### src/hdl/chm_pkg.sv
// Shared types and constants for the chained hash map engine.
package chm_pkg;

  localparam int unsigned BUCKETS_DEF = 64;
  localparam int unsigned NODES_DEF   = 128;
  localparam int unsigned CNT_W       = 8;
  localparam int unsigned QUEUE_DEPTH = 2;

  typedef enum logic [1:0] {
    FUNC_INSERT = 2'd0,
    FUNC_FIND   = 2'd1,
    FUNC_REMOVE = 2'd2,
    FUNC_NOP    = 2'd3
  } func_t;

  // Request after classification by the front end.
  typedef struct packed {
    logic               is_op;
    func_t              func;
    logic signed [31:0] key;
    logic signed [31:0] value;
  } req_t;

endpackage

### src/hdl/chm_front.sv
// Front end: accepts requests, classifies them and queues them for the back end.
module chm_front (
  input  logic          clk,
  input  logic          rst_n,
  input  logic          req_valid,
  output logic          req_ready,
  input  logic [1:0]    req_func,
  input  logic [31:0]   req_key,
  input  logic [31:0]   req_value,
  output logic          q_valid,
  input  logic          q_pop,
  output chm_pkg::req_t q_head
);

  localparam int unsigned D  = chm_pkg::QUEUE_DEPTH;
  localparam int unsigned AW = $clog2(D);

  chm_pkg::req_t       mem_r [D];
  logic [AW-1:0]       wp_r, rp_r;
  logic [AW:0]         cnt_r;
  chm_pkg::req_t       item;
  logic                push;

  assign req_ready = (cnt_r != D[AW:0]);
  assign push      = req_valid && req_ready;
  assign q_valid   = (cnt_r != '0);
  assign q_head    = mem_r[rp_r];

  always_comb begin
    item.func  = chm_pkg::func_t'(req_func);
    item.is_op = (req_func != chm_pkg::FUNC_NOP);
    item.key   = req_key;
    item.value = req_value;
  end

  always_ff @(posedge clk) begin
    if (push) begin
      mem_r[wp_r] <= item;
    end
  end

  always_ff @(posedge clk) begin
    if (!rst_n) begin
      wp_r  <= '0;
      rp_r  <= '0;
      cnt_r <= '0;
    end else begin
      if (push) begin
        wp_r <= (wp_r == AW'(D - 1)) ? '0 : wp_r + 1'b1;
      end
      if (q_pop) begin
        rp_r <= (rp_r == AW'(D - 1)) ? '0 : rp_r + 1'b1;
      end
      cnt_r <= cnt_r + (AW+1)'(push) - (AW+1)'(q_pop);
    end
  end

endmodule

### config.mk
export PLATFORM = sky130hd
export DESIGN_NAME = chm_front
export DESIGN_NICKNAME = d
export VERILOG_FILES = /design/src/hdl/chm_pkg.sv /design/src/hdl/chm_front.sv
export SDC_FILE = /design/constraint.sdc
export NUM_CORES = 1
export LEC_CHECK = 0
export BUFFER_PORTS_ARGS = -buffer_cell sky130_fd_sc_hd__clkbuf_2
export CORE_MARGIN = 1
export CORE_UTILIZATION = 58
export CTS_BUF_LIST = sky130_fd_sc_hd__clkbuf_8
export DETAILED_ROUTE_END_ITERATION = 7
export GPL_TIMING_DRIVEN = 0
export PLACE_DENSITY = 0.92
export SLEW_MARGIN = 10
export SYNTH_ARGS = -nofsm -noshare
export SYNTH_HDL_FRONTEND = slang
export SYNTH_SLANG_ARGS = --single-unit
### constraint.sdc
create_clock -name clk -period 5.3 [get_ports clk]
set_clock_uncertainty 0.15 [all_clocks]
set_input_delay 0.53 -clock clk [delete_from_list [all_inputs] [get_ports clk]]
set_output_delay 0.53 -clock clk [all_outputs]
set_load 0.005 [all_outputs]
# --- Word-level counts from Yosys, hierarchy flattened ---
# Memory sizes are Yosys's and may differ from the RTL's. A register that Yosys moved wholly into a read port is not among the register bits.
# Cells that the tools add are included.
# Widths: inputs -> output; s select.
totals:
  reg_bits: 4
  ramBits: 134
  input_bits: 70
  mem_count: 1
classes:
  n_addsub: 4
  n_eq_ne: 2
  mux: 6
  n_reduce_logical: 2
mem_list:
  columns: ["memory", "depth", "word_bits", "read_ports", "rd_ports_with_merged_regs", "write_ports", "line", "rtl"]
  rows:
  - ["mem_r", 2, 67, 1, 1, 1, "chm_front.sv:18", "chm_pkg::req_t mem_r [D];"]
ops:
  columns: ["op", "n"]
  rows:
  - ["$mux 1", 6]
  - ["$ne 2x2->1 const B", 2]
  - ["$add 1x1->1 const B", 2]
  - ["$add 2x1->2", 1]
  - ["$reduce_bool 2->1", 1]
  - ["$sub 2x1->2", 1]
  - ["$logic_and 1x1->1", 1]

# --- Logic depth before layout (Yosys ltp) ---
depth:
  word_depth: 4
  ltp_mapped: 7
  depth_no_buf: 7

# --- Worst setup path after synthesis ---
# No wires, ideal clock.
synth_path:
  path_kind: "register -> register"
  startpoint: "reg cnt_r[0]"
  endpoint: "mem mem_r[1][0] (netlist name) (enable)"
  t_arrival_ns: 2.198
  required_time_ns: 4.717
  path_slack_ns: 2.520
  stages_incl_launch_ff: 3
  n_path_buf: 0
  cell_sequence: "dfxtp_1 nand2b_1 and3_1"
synth_between:
  elab_chain_len: 4
synth_rtl:
  columns: ["element", "line", "rtl"]
  rows:
  - ["start: declaration", "chm_front.sv:20", "logic [AW:0] cnt_r;"]
  - ["start signal: assignment", "chm_front.sv:54", "cnt_r <= cnt_r + (AW+1)'(push) - (AW+1)'(q_pop);"]
  - ["$ne 2x2->1", "chm_front.sv:24", "assign req_ready = (cnt_r != D[AW:0]);"]
  - ["net req_ready", "chm_front.sv:6", "output logic req_ready,"]
  - ["$logic_and 1x1->1", "chm_front.sv:25", "assign push = req_valid && req_ready;"]
  - ["$mux 1", "chm_front.sv:37", "if (push) begin"]
  - ["$mux 1 (not written as such)", "chm_front.sv:38", "mem_r[wp_r] <= item;"]
  - ["end: declaration", "chm_front.sv:18", null]
# The timed path passes the listed nets, and every way through them passes these cells.

==> metrics.md <==
| Metric | Value |
|---|---|
| Peak VDD IR | about 290 uV |
| Post-CTS resize count | 0 |
| Max transition margin | a little over two thirds |
| Number of synthesized register bits | roughly 140 |
| CORE AREA | slightly below 9000 um^2 |
| Mux share of post-synthesis cell area | around 17% |
| IO Port Bufs | around 140 |
| CP Launch Type | flop |
| Largest family of logic cells by synthesized area | multiplexers |
| Post-Synth Simple-Gate Area | about 1.5% |
| Clk sinks | 139 |
| Cell Area, Placed | roughly 6100 um^2 |
| Post-CTS setup buffers | 0 |
| Share of the synthesized area in the top cell type | between 70% and 80% |
| CTS root buffer | clkbuf_8 |
| CTS clk-pin slew, worst paths | ~80 ps |
| Filler Cells Inserted | ~530 |
| Syn Std Cell Area | approximately 5200 um^2 |
| HPWL after DPL | ~5600 um |
| Synth Area in XOR/XNOR | 0.336% |
| Mean post-synth cell area | about 22 um^2 |
| Routed Antenna Nets | 0 |
| Clock Latency Late Sink | slightly above 400 ps |
| Max-cap violation count | 0 |
| Syn Inst Count | between 200 and 250 |
| Synth warn | 0 |
| Design Power | between 2000 and 2500 uW |
| Antenna diodes | 0 |
| Lkg Pwr | around 0.0025 uW |
| Io pins | about 140 |
| Final core occ | between 70% and 80% |
| Die width | between 90 and 100 um |
| Outcome | finished clean |
| Final Hold Fails | 0 |
| Period utilisation layout | 44.1% |
| Syn Nets | a little over 300 |
| WL per Instance | 16.2 um |
| Die Ht | a little under 100 um |
| Slew @ Worst Pin | roughly 450 ps |
| Required @ worst endpoint | between 4000 and 5000 ps |
| Std cell rows | 34 |
| Largest net degree at the start of global routing | 39 |
| Kind of critical path | flop to output port |
| RePlAce Congestion | about 0.67 |
| Power Density | ~380 nW/um^2 |
| Synth Area in Adders | less than 1% |
| Most used cells in the layout excluding fill and tap cells | 138 x clkbuf_2, 134 x edfxtp_1, 37 x mux2_2 |
| Total track usage | about a fifth |
| Register area share after synthesis | roughly 79% |
| CTS Buf Count | 17 |
| First-pass GRT wire length | 13100 um |
| Synth Area in Compound Gates | less than 1% |
| Cell taking the most area after synthesis | edfxtp_1 |
| Die area | between 9000 and 10000 um^2 |
| Yosys cell types | 25 |
| Residual DRC | 0 |
| Post-CTS Hold Buffers | 0 |
| Clock Path Buffers | 2 |
| Synthesis-to-finish area growth | 24.1% |
| PnR worst setup slack | between 2000 and 3000 ps |
| Initial Util | between 50 and 60% |
| Hold Path Class | input pin to flop |
| Total global routing overflow | 0 |
| First-pass DRT Iterations | 4 |
| Largest cells by area after synthesis | edfxtp_1 77%, mux2_4 8.6%, mux2_2 8.0% |
| Fin Setup TNS | 0 ps |
| DR iter-0 viols | 116 |
| Total wire length | around 8400 um |
| RSZ-0062 raised after global routing | false |
| H-tree depth | 4 |
| WP data arrival | ~1700 ps |
| # setup viols final | 0 |
| Final Net Count | between 400 and 500 |
| Initial antenna violation count | 0 |
| Fmax | roughly 0.43 GHz |
| Crit-path max FO | 10 |
| Pre-CTS WS | between 3000 and 4000 ps |
| Most common cell after layout, fill and taps aside | clkbuf_2 |
| CTS tree | built |
| Fraction of layout cells with a size suffix above 1 | approximately 61% |
| Min Tclk post-route | 2340 ps |
| Vias in the first global route | 2755 |
| Final Max Tran Viols | 0 |
| Via count | 2683 |
| Finished Cell Area | approximately 6500 um^2 |
| Routed vias/inst | ~5.2 |
| Crit. End Element | output port |
==> critical path, stage by stage (launching register included) <==
cell      delay, ps
dfxtp_1         380
buf_4           230
buf_6           200
mux2_4          320
clkbuf_2        110
==> path summary, 6_finish.rpt <==
check / startpoint / to / slack [ps] / cells after the start
hold / removal: req_value[29] / mem_r[1][29] / 150 / 1
setup reg to reg: cnt_r[0] / mem_r[0][32] / 3360 / 4
setup / recovery: flop / q_head[47] / 2960 / 4
hold reg to reg: rp_r / rp_r / 460 / 2
==> stage by stage <==
| stage | std cells | hold WS (ps) |
|---|---|---|
| after global placement | 483 | 378 |
| after detailed placement | 485 | 447 |
| after floorplan | 237 | 368 |
| final | 517 | 147 |
| after CTS | 517 | 120 |
| after global routing | 517 | 110 |
==> cells in the mapped netlist (all sizes together) <==
master and n:
dfxtp 5, xnor2 1, or2 1, a211o 1
a211oi 1, a21boi 2, mux2i 1, nor4b 1
and2 3, mux2 67, inv 2, buf 7
ha 1, nand3 1, nand2 3, nand2b 1
a21bo 1, and3 1, nand3b 2, edfxtp 134
xor2 1
==> kinds of logic (layout without fill, tap and decap cells) <==
group | after synthesis | after routing
muxes | 68 | 68
and+or+nand+nor | 13 | 13
DFF | 139 | 139
xor gates and xnor gates | 2 | 2
buffers and inverters | 9 | 181
AOI/OAI and AO/OA | 5 | 5
adders and majority gates | 1 | 1
==> power by group <==
part | internal, uW | switching [uW]
sequential | 1310 | 25.2
clock | 417 | 390
combinational | 173 | 153
total | 1900 | 568
==> sequential cells by signal, indices dropped and copies added (netlist names), named ones only <==
signal	count
wp_r	1
mem_r	134
rp_r	1
cnt_r	2
==> layer usage <==
layer	vias up	share of wire, %	global-route usage [%]	wire, um
li1	1250	-	-	-
met1	1320	39	20.5	3250
met2	102	54	32.4	4480
met3	11	6.1	7.44	511
met4	0	1.5	8.73	129
met5	-	0	0	0
==> cell type report <==
class	instances	area (um^2)	area share, %
Multi-Input combinational cell	89	1030	16.0
Tap cell	108	135	2.09
Inverter	2	10.0	0.155
Clock buffer	17	234	3.61
Sequential cell	139	4120	63.7
Timing Repair Buffer	140	731	11.3
Buffer	7	56.3	0.869
Clock inverter	15	151	2.34
(Power assumes the default switching activity.)
